==> config.mk <==
export PLATFORM = sky130hd
export DESIGN_NAME = sktlb_ctrl
export DESIGN_NICKNAME = d
export VERILOG_FILES = /design/src/hw/rtl/sktlb_pkg.sv /design/src/hw/rtl/sktlb_ctrl.sv
export SDC_FILE = /design/constraint.sdc
export NUM_CORES = 1
export LEC_CHECK = 0
export BUFFER_PORTS_ARGS = -buffer_cell sky130_fd_sc_hd__buf_2
export CELL_PAD_IN_SITES_DETAIL_PLACEMENT = 1
export CELL_PAD_IN_SITES_GLOBAL_PLACEMENT = 1
export CORE_ASPECT_RATIO = 2
export CORE_UTILIZATION = 44
export CTS_CLUSTER_SIZE = 24
export DETAILED_ROUTE_END_ITERATION = 8
export PLACE_DENSITY = 0.82
export SLEW_MARGIN = 0
export SYNTH_ARGS = -nofsm -noshare
export SYNTH_HDL_FRONTEND = slang
export SYNTH_SLANG_ARGS = --single-unit
==> constraint.sdc <==
create_clock -name clock -period 13.35 [get_ports clock]
set_clock_uncertainty 0.15 [all_clocks]
set_input_delay 2.67 -clock clock [delete_from_list [all_inputs] [get_ports clock]]
set_output_delay 2.67 -clock clock [all_outputs]
set_load 0.05 [all_outputs]
==> src/hw/rtl/sktlb_pkg.sv <==
// Shared types, codes and constants of the sorted key table.
package sktlb_pkg;

   localparam int TABLE_DEPTH_DEFAULT  = 256;
   localparam int KEY_WIDTH_DEFAULT    = 32;
   localparam int HANDLE_WIDTH_DEFAULT = 32;

   localparam int CAPACITY_LIMIT = 254;
   localparam int CAP_WIDTH      = 8;
   localparam int COUNT_WIDTH    = 8;
   localparam int ROW_WIDTH      = 9;

   localparam logic [CAP_WIDTH-1:0] CAPACITY_RESET = CAP_WIDTH'(CAPACITY_LIMIT);

   localparam logic STATUS_OK   = 1'b0;
   localparam logic STATUS_FULL = 1'b1;

   typedef enum logic [1:0] {
      CMD_APPEND      = 2'd0,
      CMD_SORT        = 2'd1,
      CMD_LOWER_BOUND = 2'd2,
      CMD_EXACT       = 2'd3
   } command_type;

   typedef enum logic [3:0] {
      ST_IDLE,
      ST_APPEND,
      ST_SEARCH,
      ST_FETCH,
      ST_SORT_LOAD,
      ST_SORT_HOLD,
      ST_SORT_SCAN,
      ST_SORT_PLACE,
      ST_RESP
   } state_type;

   typedef struct packed {
      logic [ROW_WIDTH-1:0] row_index;
      logic                 hit;
      logic [ROW_WIDTH-1:0] live_count;
      logic                 status;
   } result_type;

   typedef struct packed {
      logic start;
      logic out_free;
   } ctrl_cmd_type;

   typedef struct packed {
      logic idle;
      logic done;
   } ctrl_status_type;

endpackage

==> src/hw/rtl/sktlb_ctrl.sv <==
// Command sequencer: append, insertion sort and binary search over the row memory.
module sktlb_ctrl #(
   parameter int  TABLE_DEPTH  = sktlb_pkg::TABLE_DEPTH_DEFAULT,
   parameter int  KEY_WIDTH    = sktlb_pkg::KEY_WIDTH_DEFAULT,
   parameter int  HANDLE_WIDTH = sktlb_pkg::HANDLE_WIDTH_DEFAULT,
   localparam int ADDR_WIDTH   = $clog2(TABLE_DEPTH),
   localparam int ROW_BITS     = KEY_WIDTH + HANDLE_WIDTH
) (
   input  logic                                clock,
   input  logic                                reset,
   input  sktlb_pkg::ctrl_cmd_type             cmd,
   output sktlb_pkg::ctrl_status_type          status,
   input  sktlb_pkg::command_type              req_command,
   input  logic [KEY_WIDTH-1:0]                req_key,
   input  logic [HANDLE_WIDTH-1:0]             req_handle,
   input  logic                                csr_wr_en,
   input  logic [sktlb_pkg::CAP_WIDTH-1:0]     csr_wr_data,
   output sktlb_pkg::result_type               result,
   output logic [HANDLE_WIDTH-1:0]             result_handle,
   output logic                                mem_wr_en,
   output logic [ADDR_WIDTH-1:0]               mem_wr_addr,
   output logic [ROW_BITS-1:0]                 mem_wr_data,
   output logic                                mem_rd_en,
   output logic [ADDR_WIDTH-1:0]               mem_rd_addr,
   input  logic [ROW_BITS-1:0]                 mem_rd_data
);

   localparam int CW = sktlb_pkg::COUNT_WIDTH;
   localparam int RW = sktlb_pkg::ROW_WIDTH;
   localparam int CAP_LIMIT = (sktlb_pkg::CAPACITY_LIMIT < TABLE_DEPTH) ?
                              sktlb_pkg::CAPACITY_LIMIT : TABLE_DEPTH;
   localparam logic [sktlb_pkg::CAP_WIDTH-1:0] CAP_MAX = sktlb_pkg::CAP_WIDTH'(CAP_LIMIT);

   sktlb_pkg::state_type    state_ff, state_in;
   sktlb_pkg::command_type  cmd_ff, cmd_in;
   logic [KEY_WIDTH-1:0]    key_ff, key_in;
   logic [HANDLE_WIDTH-1:0] handle_ff, handle_in;
   logic [CW-1:0]           count_ff, count_in;
   logic [sktlb_pkg::CAP_WIDTH-1:0] cap_ff;
   logic [CW-1:0]           low_ff, low_in;
   logic [CW-1:0]           span_ff, span_in;
   logic                    pend_ff, pend_in;
   logic [CW-1:0]           sweep_ff, sweep_in;
   logic [CW-1:0]           slot_ff, slot_in;
   sktlb_pkg::result_type   res_ff, res_in;
   logic [HANDLE_WIDTH-1:0] res_handle_ff, res_handle_in;

   logic [KEY_WIDTH-1:0]    rd_key;
   logic [HANDLE_WIDTH-1:0] rd_handle;
   logic [CW-1:0]           half;
   logic [CW-1:0]           probe;
   logic [CW-1:0]           low_n;
   logic [CW-1:0]           span_n;
   logic [CW-1:0]           next_probe;
   logic [sktlb_pkg::CAP_WIDTH-1:0] eff_cap;
   logic                    room;
   logic                    scan_less;
   logic [CW-1:0]           slot_dec;
   logic                    in_table;
   logic                    lookup_hit;

   assign rd_key    = mem_rd_data[ROW_BITS-1 -: KEY_WIDTH];
   assign rd_handle = mem_rd_data[HANDLE_WIDTH-1:0];

   // One binary-search step: the probe issued last cycle is compared against
   // the registered read data and the window shrinks accordingly.
   always_comb begin
      half  = span_ff >> 1;
      probe = low_ff + half;
      if (pend_ff && (rd_key < key_ff)) begin
         low_n  = probe + CW'(1);
         span_n = span_ff - half - CW'(1);
      end else if (pend_ff) begin
         low_n  = low_ff;
         span_n = half;
      end else begin
         low_n  = low_ff;
         span_n = span_ff;
      end
      next_probe = low_n + (span_n >> 1);
   end

   assign eff_cap    = (cap_ff > CAP_MAX) ? CAP_MAX : cap_ff;
   assign room       = count_ff < CW'(eff_cap);
   assign scan_less  = key_ff < rd_key;
   assign slot_dec   = slot_ff - CW'(1);
   assign in_table   = low_ff < count_ff;
   assign lookup_hit = in_table &&
                       ((cmd_ff == sktlb_pkg::CMD_LOWER_BOUND) || (rd_key == key_ff));

   always_comb begin
      state_in = state_ff;
      unique case (state_ff)
         sktlb_pkg::ST_IDLE: begin
            if (cmd.start) begin
               unique case (req_command)
                  sktlb_pkg::CMD_APPEND:      state_in = sktlb_pkg::ST_APPEND;
                  sktlb_pkg::CMD_SORT:        state_in = sktlb_pkg::ST_SORT_LOAD;
                  sktlb_pkg::CMD_LOWER_BOUND: state_in = sktlb_pkg::ST_SEARCH;
                  sktlb_pkg::CMD_EXACT:       state_in = sktlb_pkg::ST_SEARCH;
                  default:                    state_in = sktlb_pkg::ST_SEARCH;
               endcase
            end
         end
         sktlb_pkg::ST_APPEND: state_in = sktlb_pkg::ST_RESP;
         sktlb_pkg::ST_SEARCH: begin
            if (span_n == '0) begin
               state_in = sktlb_pkg::ST_FETCH;
            end
         end
         sktlb_pkg::ST_FETCH: state_in = sktlb_pkg::ST_RESP;
         sktlb_pkg::ST_SORT_LOAD: begin
            if (sweep_ff >= count_ff) begin
               state_in = sktlb_pkg::ST_RESP;
            end else begin
               state_in = sktlb_pkg::ST_SORT_HOLD;
            end
         end
         sktlb_pkg::ST_SORT_HOLD: state_in = sktlb_pkg::ST_SORT_SCAN;
         sktlb_pkg::ST_SORT_SCAN: begin
            if (scan_less && (slot_dec == '0)) begin
               state_in = sktlb_pkg::ST_SORT_PLACE;
            end else if (!scan_less) begin
               state_in = sktlb_pkg::ST_SORT_LOAD;
            end
         end
         sktlb_pkg::ST_SORT_PLACE: state_in = sktlb_pkg::ST_SORT_LOAD;
         sktlb_pkg::ST_RESP: begin
            if (cmd.out_free) begin
               state_in = sktlb_pkg::ST_IDLE;
            end
         end
         default: state_in = sktlb_pkg::ST_IDLE;
      endcase
   end

   always_comb begin
      cmd_in        = cmd_ff;
      key_in        = key_ff;
      handle_in     = handle_ff;
      count_in      = count_ff;
      low_in        = low_ff;
      span_in       = span_ff;
      pend_in       = pend_ff;
      sweep_in      = sweep_ff;
      slot_in       = slot_ff;
      res_in        = res_ff;
      res_handle_in = res_handle_ff;
      mem_wr_en     = 1'b0;
      mem_wr_addr   = '0;
      mem_wr_data   = '0;
      mem_rd_en     = 1'b0;
      mem_rd_addr   = '0;
      status.idle   = 1'b0;
      status.done   = 1'b0;
      unique case (state_ff)
         sktlb_pkg::ST_IDLE: begin
            status.idle = 1'b1;
            if (cmd.start) begin
               cmd_in    = req_command;
               key_in    = req_key;
               handle_in = req_handle;
               low_in    = '0;
               span_in   = count_ff;
               pend_in   = 1'b0;
               sweep_in  = CW'(1);
            end
         end
         sktlb_pkg::ST_APPEND: begin
            res_in.row_index = RW'(count_ff);
            res_in.hit       = 1'b0;
            res_handle_in    = '0;
            if (room) begin
               mem_wr_en         = 1'b1;
               mem_wr_addr       = ADDR_WIDTH'(count_ff);
               mem_wr_data       = {key_ff, handle_ff};
               count_in          = count_ff + CW'(1);
               res_in.live_count = RW'(count_ff + CW'(1));
               res_in.status     = sktlb_pkg::STATUS_OK;
            end else begin
               res_in.live_count = RW'(count_ff);
               res_in.status     = sktlb_pkg::STATUS_FULL;
            end
         end
         sktlb_pkg::ST_SEARCH: begin
            low_in    = low_n;
            span_in   = span_n;
            pend_in   = 1'b1;
            mem_rd_en = 1'b1;
            // When the window closes, the last read fetches the bound row itself.
            mem_rd_addr = (span_n != '0) ? ADDR_WIDTH'(next_probe) : ADDR_WIDTH'(low_n);
         end
         sktlb_pkg::ST_FETCH: begin
            res_in.row_index  = RW'(low_ff);
            res_in.hit        = lookup_hit;
            res_in.live_count = RW'(count_ff);
            res_in.status     = sktlb_pkg::STATUS_OK;
            res_handle_in     = lookup_hit ? rd_handle : '0;
         end
         sktlb_pkg::ST_SORT_LOAD: begin
            if (sweep_ff >= count_ff) begin
               res_in.row_index  = '0;
               res_in.hit        = 1'b0;
               res_in.live_count = RW'(count_ff);
               res_in.status     = sktlb_pkg::STATUS_OK;
               res_handle_in     = '0;
            end else begin
               mem_rd_en   = 1'b1;
               mem_rd_addr = ADDR_WIDTH'(sweep_ff);
            end
         end
         sktlb_pkg::ST_SORT_HOLD: begin
            key_in      = rd_key;
            handle_in   = rd_handle;
            slot_in     = sweep_ff;
            mem_rd_en   = 1'b1;
            mem_rd_addr = ADDR_WIDTH'(sweep_ff - CW'(1));
         end
         sktlb_pkg::ST_SORT_SCAN: begin
            mem_wr_en   = 1'b1;
            mem_wr_addr = ADDR_WIDTH'(slot_ff);
            if (scan_less) begin
               // Shift the larger row up one slot and look one row further down.
               mem_wr_data = mem_rd_data;
               slot_in     = slot_dec;
               if (slot_dec != '0) begin
                  mem_rd_en   = 1'b1;
                  mem_rd_addr = ADDR_WIDTH'(slot_dec - CW'(1));
               end
            end else begin
               mem_wr_data = {key_ff, handle_ff};
               sweep_in    = sweep_ff + CW'(1);
            end
         end
         sktlb_pkg::ST_SORT_PLACE: begin
            mem_wr_en   = 1'b1;
            mem_wr_addr = ADDR_WIDTH'(slot_ff);
            mem_wr_data = {key_ff, handle_ff};
            sweep_in    = sweep_ff + CW'(1);
         end
         sktlb_pkg::ST_RESP: begin
            status.done = cmd.out_free;
         end
         default: begin
            status.idle = 1'b0;
         end
      endcase
   end

   always_ff @(posedge clock) begin
      if (reset) begin
         state_ff <= sktlb_pkg::ST_IDLE;
         count_ff <= '0;
         cap_ff   <= sktlb_pkg::CAPACITY_RESET;
         pend_ff  <= 1'b0;
      end else begin
         state_ff <= state_in;
         count_ff <= count_in;
         pend_ff  <= pend_in;
         if (csr_wr_en) begin
            cap_ff <= csr_wr_data;
         end
      end
   end

   always_ff @(posedge clock) begin
      cmd_ff        <= cmd_in;
      key_ff        <= key_in;
      handle_ff     <= handle_in;
      low_ff        <= low_in;
      span_ff       <= span_in;
      sweep_ff      <= sweep_in;
      slot_ff       <= slot_in;
      res_ff        <= res_in;
      res_handle_ff <= res_handle_in;
   end

   assign result        = res_ff;
   assign result_handle = res_handle_ff;

endmodule

==> results of run 1 <==
==> area by class of cell <==
cell class / count / share of cell area, %
clock buffers: 17 / 3.17
well taps: 332 / 3.10
repair buffers: 290 / 11.1
flip-flops and latches: 170 / 36.5
multi-input cells: 837 / 42.4
diodes: 5 / 0.0933
inverters: 83 / 2.32
clock inverters: 15 / 1.32
==> worst reg2reg max path, cell delays in order (launching register included) <==
cell     delay, ns
dfxtp_1       0.50
nor2b_1       0.43
nand2_1       0.45
nor2_1        1.13
nor4b_2       0.48
buf_4         0.48
inv_1         0.24
nand2_1       0.37
==> flip-flops by register name, indices dropped and copies added (netlist names) <==
register / flops
state_ff: 4
cap_ff: 8
low_ff: 8
pend_ff: 1
count_ff: 8
result: 19
slot_ff: 8
sweep_ff: 8
span_ff: 8
result_handle: 32
handle_ff: 32
cmd_ff: 2
key_ff: 32
==> logic make-up (layout without fill, tap and decap cells) <==
family	after synthesis	after routing	synth area share, %
compound gates	295	295	19.3
xor+xnor	47	47	3.77
fa+ha+maj	84	84	9.60
buf+inv	143	405	4.99
flops	170	170	44.1
mux	11	11	1.03
other cells	1	6	0.0338
simple gates	399	399	17.2
==> cells in the mapped netlist (all sizes together) (6+ instances only) <==
library cell	count	area, um2
nand3	24	120
o21a	6	46.3
inv	82	308
nor3	17	101
a21oi	51	259
nor2b	12	75.1
a21o	20	150
buf	12	62.6
a2111oi	6	96.3
a31oi	11	83.8
edfxtp	149	4470
nand2	198	743
nand4	11	96.3
o211ai	14	110
xnor2	26	235
a22o	71	622
ha	82	1030
clkbuf	48	180
and3	8	50.1
mux2i	8	80.1
nor2	58	218
dfxtp	21	420
o21ai	78	405
xor2	21	184
and2	41	257
nor4	10	105
==> how the worst min path moves through the flow <==
| stage | to | slack [ns] | depth (start not counted) |
|---|---|---|---|
| global route | cap_ff[4] | 0.40 | 2 |
| floorplan | cap_ff[0] | 0.30 | 2 |
| global placement | cap_ff[0] | 0.33 | 2 |
| detailed placement | cap_ff[0] | 0.35 | 2 |
| finish | cap_ff[5] | 0.36 | 2 |
| CTS | cap_ff[0] | 0.37 | 2 |
==> per-layer routing <==
layer / GRT usage [%] / share of wire (%) / vias to the layer above
met5: 0 / 0 / -
met4: 26.0 / 8.5 / 0
met3: 6.31 / 5.1 / 153
met2: 56.9 / 54 / 384
met1: 29.0 / 33 / 4945
li1: - / - / 4644
==> report_power, final <==
part | switching (mW) | total [mW] | internal (mW)
combinational | 0.550 | 0.794 | 0.244
clock | 0.249 | 0.518 | 0.268
sequential | 0.0635 | 0.746 | 0.682
==> per-stage QoR <==
stage / instances / cell area, um2 / worst slack [ns] / hold slack, ns / power (mW)
finish: 1749 / 13400 / 3.59 / 0.365 / 2.06
CTS: 1744 / 13400 / 3.63 / 0.370 / 2.06
floorplan: 1150 / 11100 / 3.85 / 0.302 / 1.31
global route: 1749 / 13400 / 3.31 / 0.398 / 2.15
global placement: 1712 / 12800 / 3.84 / 0.327 / 1.51
detailed placement: 1712 / 12800 / 3.64 / 0.348 / 1.54
==> results.md, run 1 <==
* Hold Crit Start: cap_ff[5]
* Maximum clock path buffer count at 2
* Post-layout util at 54.5%
* GPL Wtd Cong at 0.888
* Cell mode on critical path: ha_1
* WL final at 39400 um
* Syn Inst Count at 1150
* Slew @ Worst Pin at 1.30 ns
* Top_reg_cell synth: edfxtp_1
* Avg Cell Area, Syn at 9.66 um2
* Register bit total from synthesis at 170
* 1st-iter DRT viols at 486
* Post-Syn Nets at 1377
* Avg Vias per Cell at 5.79
* Post-synth ARST share at 0%
* WP data arrival at 6.94 ns
* Static Leak at 6.06 nW
* Register-to-Register Path Depth at 7
* Final #Nets at 1626
* Post-CTS Resized at 0
* Initial antenna violation count at 5
* DIE WIDTH at 114 um
* First-pass DRT Iterations at 4
* Grt ovf at 0
* Clk Latency, worst-skew pair at 0.46 ns
* Setup CP Type: in -> out
* Setup TNS at 0 ns
* Status: finished clean
* Post-synthesis cell type count at 81
* All-Layer GR Usage at 31.0%
* Area delta synth->final at 20.8%
* Number of global-route vias before repair at 10900
* Maxcap violations at 0
* Via count at 10100
* Hpwl dp at 29700 um
* Core Region at 0.0246 mm2
* RR Startpoint: state_ff[1]
* Crit path max fanout at 14
* Die ar. at 0.0259 mm2
* Critical Path RT at 10.53 ns
* Die H at 227 um
* Remaining DRCs at 0
* Highest clock rate at 102 MHz
* Worst vdd ir at 0.0895 mV
* Largest net degree at the start of global routing at 106
* R2r setup slk at 8.78 ns
* Max-slew violation count at 0
* Final hold vios at 0
* Crit end category: primary output
* PD cells at 153 mW/mm2
* Crit path capture: mem_rd_addr[6]
* Top delay family on crit path: compound AO/OA/AOI/OAI gates
* Initial core utilization at 45.1%
* Crit path time final at 9.76 ns
* Number of setup buffers added after CTS at 0
* Reg2reg end: slot_ff[5]
* Most frequent cells in the layout: buf_2 (277), nand2_1 (197), edfxtp_1 (149), ha_1 (82), inv_1 (81)
* CTS sink cnt at 170
* Fillers at 2908
* Leading cell type in the layout, fill and taps excluded: buf_2
* Post-CTS Hold Buffers at 0
* Area taken by flip-flops and latches at 0.00489 mm2
* Num ports at 279
* Final setup violation count at 0
* CP cell instances: buf_2, inv_1, ha_1, a21oi_1, o21ai_1, a221o_2, o21a_2, o21ai_2, o21ai_0, ha_1, ha_1, nor4_1, o31ai_1, a31o_1, a21oi_2, xnor2_1, a221o_1, buf_2
* CTS root buffer: clkbuf_16
* Yosys Warn Count at 0
* CTS tree: built
* Drt wl/cell at 22.5 um
* TritonCTS Buffers at 17
* Rows at 81
* Slew margin rel. at 13.2%
* H-tree lvl count at 4
* Buffers & Inverters on Critical Path at 3
* # port buffers at 277
* Post-route ant nets at 0
* Area of the multi-input gates at 0.00569 mm2
* CP max stage delay at 0.53 ns
* RSZ-0062 raised after global routing: no
* Clk slew on worst S/H paths at 0.07 ns
* Fraction of layout cells with a size suffix above 1 at 25.6%
* Number of synthesized flops with an enable pin at 149
* Post-synthesis cell area at 0.0111 mm2
* Sequential area share after synthesis at 44.1%
* Crit path max-delay cell type: o21ai_2
* First-pass GRT wire length at 59600 um
* Worst Setup SP: mem_rd_data[51]
* Final period util at 73.1%
* Cell depth of the worst setup path at 18
* Hold WC Path Type: reg -> reg
* Startpoint Class: primary input
(Power assumes the default switching activity.)
==> run 2: changes to the inputs <==
CORE_UTILIZATION = 37   (was 44)
PLACE_DENSITY = 0.73   (was 0.82)
clock period = 8.97 ns   (was 13.35 ns; I/O delays follow)
==> run 2 against run 1 <==
  * Wire length fell by 3.3%
  * Die area rose by 19%
  * Final cell count up 1.7%
  * Core utilization fell by 9.1 points
  * Cell area down 0.20%
  * Register-to-register slack worse by 4.3 ns
  * Global-route usage down 6.2 points
  * Critical path type unchanged
  * Largest cell class unchanged
==> results.md, run 2 (synthesis results as in run 1) <==
* Status: finished clean
* 1st-iter DRT viols at 336 (-31%)
* Maxcap violations at 0 (unchanged)
* Hpwl dp at 29300 um (-1.5%)
* Clk slew on worst S/H paths at 0.07 ns (about the same)
* CTS sink cnt at 170 (unchanged)
* Initial core utilization at 37.6% (-7.5 points)
* # port buffers at 277 (unchanged)
* CTS root buffer: clkbuf_16
* Die H at 247 um (+9.0%)
* Slew margin rel. at 20.1% (+6.9 points)
* Drt wl/cell at 21.4 um (-5.0%)
* Initial antenna violation count at 4 (-1)
* Clock share of power at 23.4% (-1.8 points)
* First-pass DRT Iterations at 4 (unchanged)
* PD cells at 224 mW/mm2 (+46%)
* Flop pwr share at 37.2% (+0.9 points)
* Post-route ant nets at 0 (unchanged)
* Setup TNS at 0 ns (unchanged)
* Grt ovf at 0 (unchanged)
* All-Layer GR Usage at 24.9% (-6.2 points)
* DIE WIDTH at 125 um (+8.9%)
* Final setup violation count at 0 (unchanged)
* Remaining DRCs at 0 (unchanged)
* Number of setup buffers added after CTS at 0 (unchanged)
* Die ar. at 0.0308 mm2 (+19%)
* Clk Latency, worst-skew pair at 0.46 ns (about the same)
* Final #Nets at 1626 (unchanged)
* Num ports at 279 (unchanged)
* RR Startpoint: state_ff[1]
* Crit end category: primary output
* Core Region at 0.0295 mm2 (+20%)
* Worst hold margin at 0.363 ns (-0.00117 ns)
* Final hold vios at 0 (unchanged)
* Leading cell type in the layout, fill and taps excluded: buf_2
* First-pass GRT wire length at 58400 um (-2.1%)
* Worst vdd ir at 0.127 mV (+42%)
* Fillers at 3455 (+19%)
* GPL Wtd Cong at 0.893 (+0.64%)
* Gate power share at 39.4% (+0.8 points)
* Internal power at 1.73 mW (+45%)
* Critical Path RT at 7.03 ns (-3.50 ns)
* Crit path time final at 8.10 ns
* Switching Share at 42.1% (+0.21 points)
* Worst Setup SP: mem_rd_data[58]
* Hold WC Path Type: reg -> reg
* CTS tree: built
* Post-CTS Hold Buffers at 0 (unchanged)
* Setup CP Type: in -> out
* TritonCTS Buffers at 17 (unchanged)
* H-tree lvl count at 4 (unchanged)
* Avg Vias per Cell at 5.52 (-4.7%)
* Max-slew violation count at 0 (unchanged)
* WP data arrival at 6.16 ns (-0.78 ns)
* Fraction of layout cells with a size suffix above 1 at 25.4% (-0.14 points)
* Rows at 89 (+9.9%)
* Largest net degree at the start of global routing at 81 (-24%)
* Crit path max fanout at 14 (unchanged)
* Switching power at 1.26 mW (+46%)
* Total Power at 3.00 mW (+46%)
* Via count at 9814 (-3.1%)
* Most frequent cells in the layout: buf_2 (277), nand2_1 (197), edfxtp_1 (149), ha_1 (82), inv_1 (81)
* WL final at 38100 um (-3.3%)
* Number of global-route vias before repair at 10600 (-3.5%)
* Final period util at 90.4%
* Area delta synth->final at 20.5%
* RSZ-0062 raised after global routing: no
* Static Leak at 6.03 nW (-0.58%)
* Post-CTS Resized at 0 (unchanged)
* Startpoint Class: primary input
* Highest clock rate at 123 MHz
* Slew @ Worst Pin at 1.20 ns (-0.0980 ns)
* Maximum clock path buffer count at 2 (unchanged)
* Hold Crit Start: cap_ff[6]
-- run 2: cell types whose count changed in the layout (fill, tap and decap cells not counted), sizes merged --
cell      delta
clkinvlp     +2
diode        -2
inv          -2
bufinv       -1
clkinv       +1
-- run 2: power by group through the flow --
| stage | logic, mW | clock network [mW] | registers (mW) |
|---|---|---|---|
| 2_1_floorplan | 0.754 | 0 | 1.19 |
| 3_3_place_gp | 1.16 | 0 | 1.13 |
| 3_5_place_dp | 1.18 | 0 | 1.13 |
| 4_1_cts | 1.19 | 0.717 | 1.11 |
| 5_1_grt | 1.28 | 0.736 | 1.13 |
| 6_report | 1.18 | 0.702 | 1.11 |
-- run 2: area by class of cell --
cell class | instances | area (um2) | share of cell area, %
flip-flops and latches | 170 | 4890 | 36.6
clock buffers | 17 | 425 | 3.18
diodes | 3 | 7.51 | 0.0561
well taps | 364 | 455 | 3.40
clock inverters | 15 | 116 | 0.869
inverters | 83 | 312 | 2.33
multi-input cells | 837 | 5690 | 42.5
repair buffers | 290 | 1480 | 11.1
-- run 2: metrics by stage --
stage / std cells / util, % / instance area [um2] / setup slack [ns]
floorplan: 1150 / - / 11100 / 1.22
global placement: 1744 / 43.5 / 12800 / 0.985
detailed placement: 1744 / 43.5 / 12800 / 0.813
CTS: 1776 / 45.3 / 13400 / 0.789
global route: 1779 / 45.4 / 13400 / 0.545
finish: 1779 / 45.4 / 13400 / 0.865
-- run 2: final timing paths --
kind         slack [ns]  depth (start not counted)        endpoint
min reg2reg        0.36                          2       cap_ff[6]
min                0.36                          2       cap_ff[6]
max                0.87                         17  mem_rd_addr[5]
max reg2reg        4.49                          6     sweep_ff[7]
-- run 2: metal layers --
| metal | global-route usage (%) | wire (um) | vias to the layer above |
|---|---|---|---|
| met3 | 5.58 | 1900 | 97 |
| met5 | 0 | 0 | - |
| met2 | 47.5 | 21000 | 290 |
| met1 | 23.2 | 12800 | 4780 |
| li1 | - | - | 4647 |
| met4 | 16.8 | 2340 | 0 |
-- run 2: worst max-delay path, stage by stage --
cell and delay [ns]:
buf_2 0.11, inv_1 0.06, ha_1 0.29, nand4_1 0.20
nor4_4 0.41, nand2_1 0.21, o21a_2 0.22, o21ai_2 0.55
mux2_2 0.46, ha_1 0.33, nand3_1 0.12, o221a_1 0.28
a211oi_2 0.24, a21oi_1 0.11, xor2_1 0.16, o311ai_2 0.27
buf_2 0.33
==> run 3: changes to the inputs <==
CORE_UTILIZATION = 38   (was 37)
CTS_BUF_LIST = sky130_fd_sc_hd__clkbuf_8   (was default)
PLACE_DENSITY = 0.75   (was 0.73)
TNS_END_PERCENT = 10   (was default)
==> run 3 against run 2 <==
  * Via count grew 0.85%
  * First-iteration DRC count up 16%
  * Largest power group unchanged
  * Fmax about the same
  * Worst hold slack better by 0.0037 ns
  * Critical path depth stayed put
  * Final cell count is essentially flat
  * Flip-flop and latch count unchanged
  * Core utilization rose by 0.82 points
  * Critical endpoint is now mem_rd_addr[7]
  * Sequential share of layout area grew 0.31 points
  * Highest routed layer unchanged
  * Cell area down 0.85%
==> results.md, run 3 (synthesis results as in run 1) <==
* Status: finished clean
* Area delta synth->final at 19.5%
* DIE WIDTH at 123 um (-1.3%)
* Maxcap violations at 0 (unchanged)
* Die H at 244 um (-1.3%)
* R2r setup slk at 4.48 ns (about the same)
* Num ports at 279 (unchanged)
* Worst Slack Setup Final at 0.862 ns (-0.00325 ns)
* First-pass DRT Iterations at 5 (+1)
* # port buffers at 277 (unchanged)
* Final setup violation count at 0 (unchanged)
* Highest clock rate at 123 MHz (about the same)
* WP data arrival at 6.16 ns (about the same)
* Hpwl dp at 29300 um (+0.23%)
* RSZ-0062 raised after global routing: no
* Register-to-Register Path Depth at 6 (unchanged)
* Die ar. at 0.0300 mm2 (-2.6%)
* Slew margin rel. at 16.6% (-3.5 points)
* Switching Share at 44.1% (+2.0 points)
* CTS tree: built
* Maximum clock path buffer count at 2 (unchanged)
* TritonCTS Buffers at 17 (unchanged)
* Setup CP Type: in -> out
* Hold WC Path Type: reg -> reg
* Internal power at 1.61 mW (-7.1%)
* Final hold vios at 0 (unchanged)
* Post-CTS Hold Buffers at 0 (unchanged)
* Fillers at 3422 (-0.96%)
* Total Power at 2.88 mW (-3.8%)
* Leading cell type in the layout, fill and taps excluded: buf_2
* CTS sink cnt at 170 (unchanged)
* Final period util at 90.4% (about the same)
* CP max stage delay at 0.58 ns (+0.03 ns)
* CTS root buffer: clkbuf_8
* Initial core utilization at 38.6% (+1.0 points)
* Crit path time final at 8.11 ns (+0.00325 ns)
* Top delay family on crit path: compound AO/OA/AOI/OAI gates
* Largest net degree at the start of global routing at 79 (-2.5%)
* Rows at 88 (-1.1%)
* H-tree lvl count at 4 (unchanged)
* Drt wl/cell at 21.7 um (+1.3%)
* RR Startpoint: state_ff[1]
* Static Leak at 5.98 nW (-0.73%)
* 1st-iter DRT viols at 390 (+16%)
* Hold path endpoint: cap_ff[6]
* Remaining DRCs at 0 (unchanged)
* Worst hold margin at 0.367 ns (+0.00368 ns)
* WL final at 38500 um (+1.2%)
* Final #Nets at 1628 (+0.12%)
* Clk Latency, worst-skew pair at 0.53 ns (+0.07 ns)
* WHS Path Cells at 2 (unchanged)
* Post-route ant nets at 0 (unchanged)
* Max-slew violation count at 0 (unchanged)
* CP cell instances: buf_2, inv_1, ha_1, nand4_1, nor4_4, nand2_1, o21a_2, o21ai_2, mux2_2, ha_1, nand3_1, o221a_1, a211oi_2, a41oi_1, mux2i_1, nand3_1, buf_2
* Crit path max-delay cell type: o21ai_2
* Number of setup buffers added after CTS at 0 (unchanged)
* Post-CTS Resized at 0 (unchanged)
* Setup TNS at 0 ns (unchanged)
* Clk slew on worst S/H paths at 0.10 ns (+0.03 ns)
* Placed inst area at 0.0128 mm2 (about the same)
* Design area at 0.0133 mm2 (-0.85%)
* Slew @ Worst Pin at 1.25 ns (+0.0476 ns)
* Pre-CTS setup slack at 0.907 ns (+0.0939 ns)
* GPL Wtd Cong at 0.898 (+0.57%)
* Clock share of power at 20.5% (-2.9 points)
* PD cells at 217 mW/mm2 (-3.0%)
* Crit path max fanout at 14 (unchanged)
* Switching power at 1.27 mW (+0.71%)
* Number of global-route vias before repair at 10700 (+1.1%)
* Avg Vias per Cell at 5.57 (+0.90%)
* Reg2reg end: sweep_ff[6]
* Hold Crit Start: cap_ff[6]
* Crit end category: primary output
* Worst vdd ir at 0.154 mV (+22%)
* First-pass GRT wire length at 59500 um (+1.9%)
* Critical Path RT at 7.03 ns (about the same)
* Core Region at 0.0287 mm2 (-2.6%)
* Flop pwr share at 38.6% (+1.4 points)
* Initial antenna violation count at 4 (unchanged)
* Most frequent cells in the layout: buf_2 (277), nand2_1 (197), edfxtp_1 (149), ha_1 (82), inv_1 (81)
* Startpoint Class: primary input
* All-Layer GR Usage at 26.9% (+2.0 points)
* Gate power share at 40.9% (+1.5 points)
* Grt ovf at 0 (unchanged)
* Fraction of layout cells with a size suffix above 1 at 25.7% (+0.25 points)
* Buffers & Inverters on Critical Path at 3 (unchanged)
* Via count at 9897 (+0.85%)
[run 3: tightest hold or removal path, delay by kind of cell (launching register included)]
family | cells | cell delay (ns)
flip-flops | 1 | 0.33
AO/OA/AOI/OAI | 1 | 0.08
buffers and inverters | 1 | 0.07
[run 3: final cells by class]
class | instances | area [um2] | area share [%]
inverter | 83 | 312 | 2.35
timing repair buffer | 292 | 1500 | 11.3
sequential | 170 | 4890 | 36.9
clock inverter | 15 | 181 | 1.37
clock buffer | 17 | 234 | 1.76
antenna | 4 | 10.0 | 0.0754
multi-input combinational | 837 | 5690 | 42.9
tap | 360 | 450 | 3.39
[run 3: how the worst max path moves through the flow]
stage	startpoint	to	cells after the start
CTS	mem_rd_data[57]	mem_rd_addr[5]	17
floorplan	mem_rd_data[57]	mem_rd_addr[5]	16
global route	mem_rd_data[59]	mem_rd_addr[6]	18
detailed placement	mem_rd_data[57]	mem_rd_addr[7]	17
finish	mem_rd_data[59]	mem_rd_addr[7]	17
global placement	mem_rd_data[58]	mem_rd_addr[6]	18
[run 3: metal layers]
metal	track usage [%]	share of wire [%]	vias to the layer above
met5	0	0	-
met1	25.7	33	4810
met3	5.83	5.4	110
met2	49.7	55	334
met4	17.9	6.4	0
li1	-	-	4643
[run 3: power groups by stage]
stage	combinational, mW	clock (mW)	sequential (mW)
detailed placement	1.18	0	1.13
global placement	1.15	0	1.13
floorplan	0.754	0	1.19
finish	1.18	0.592	1.11
global route	1.28	0.626	1.13
CTS	1.19	0.608	1.11
[run 3: stage by stage]
step / utilization (%) / std cells
2_1_floorplan: - / 1150
3_3_place_gp: 44.7 / 1742
3_5_place_dp: 44.7 / 1742
4_1_cts: 46.2 / 1774
5_1_grt: 46.2 / 1778
6_report: 46.2 / 1778
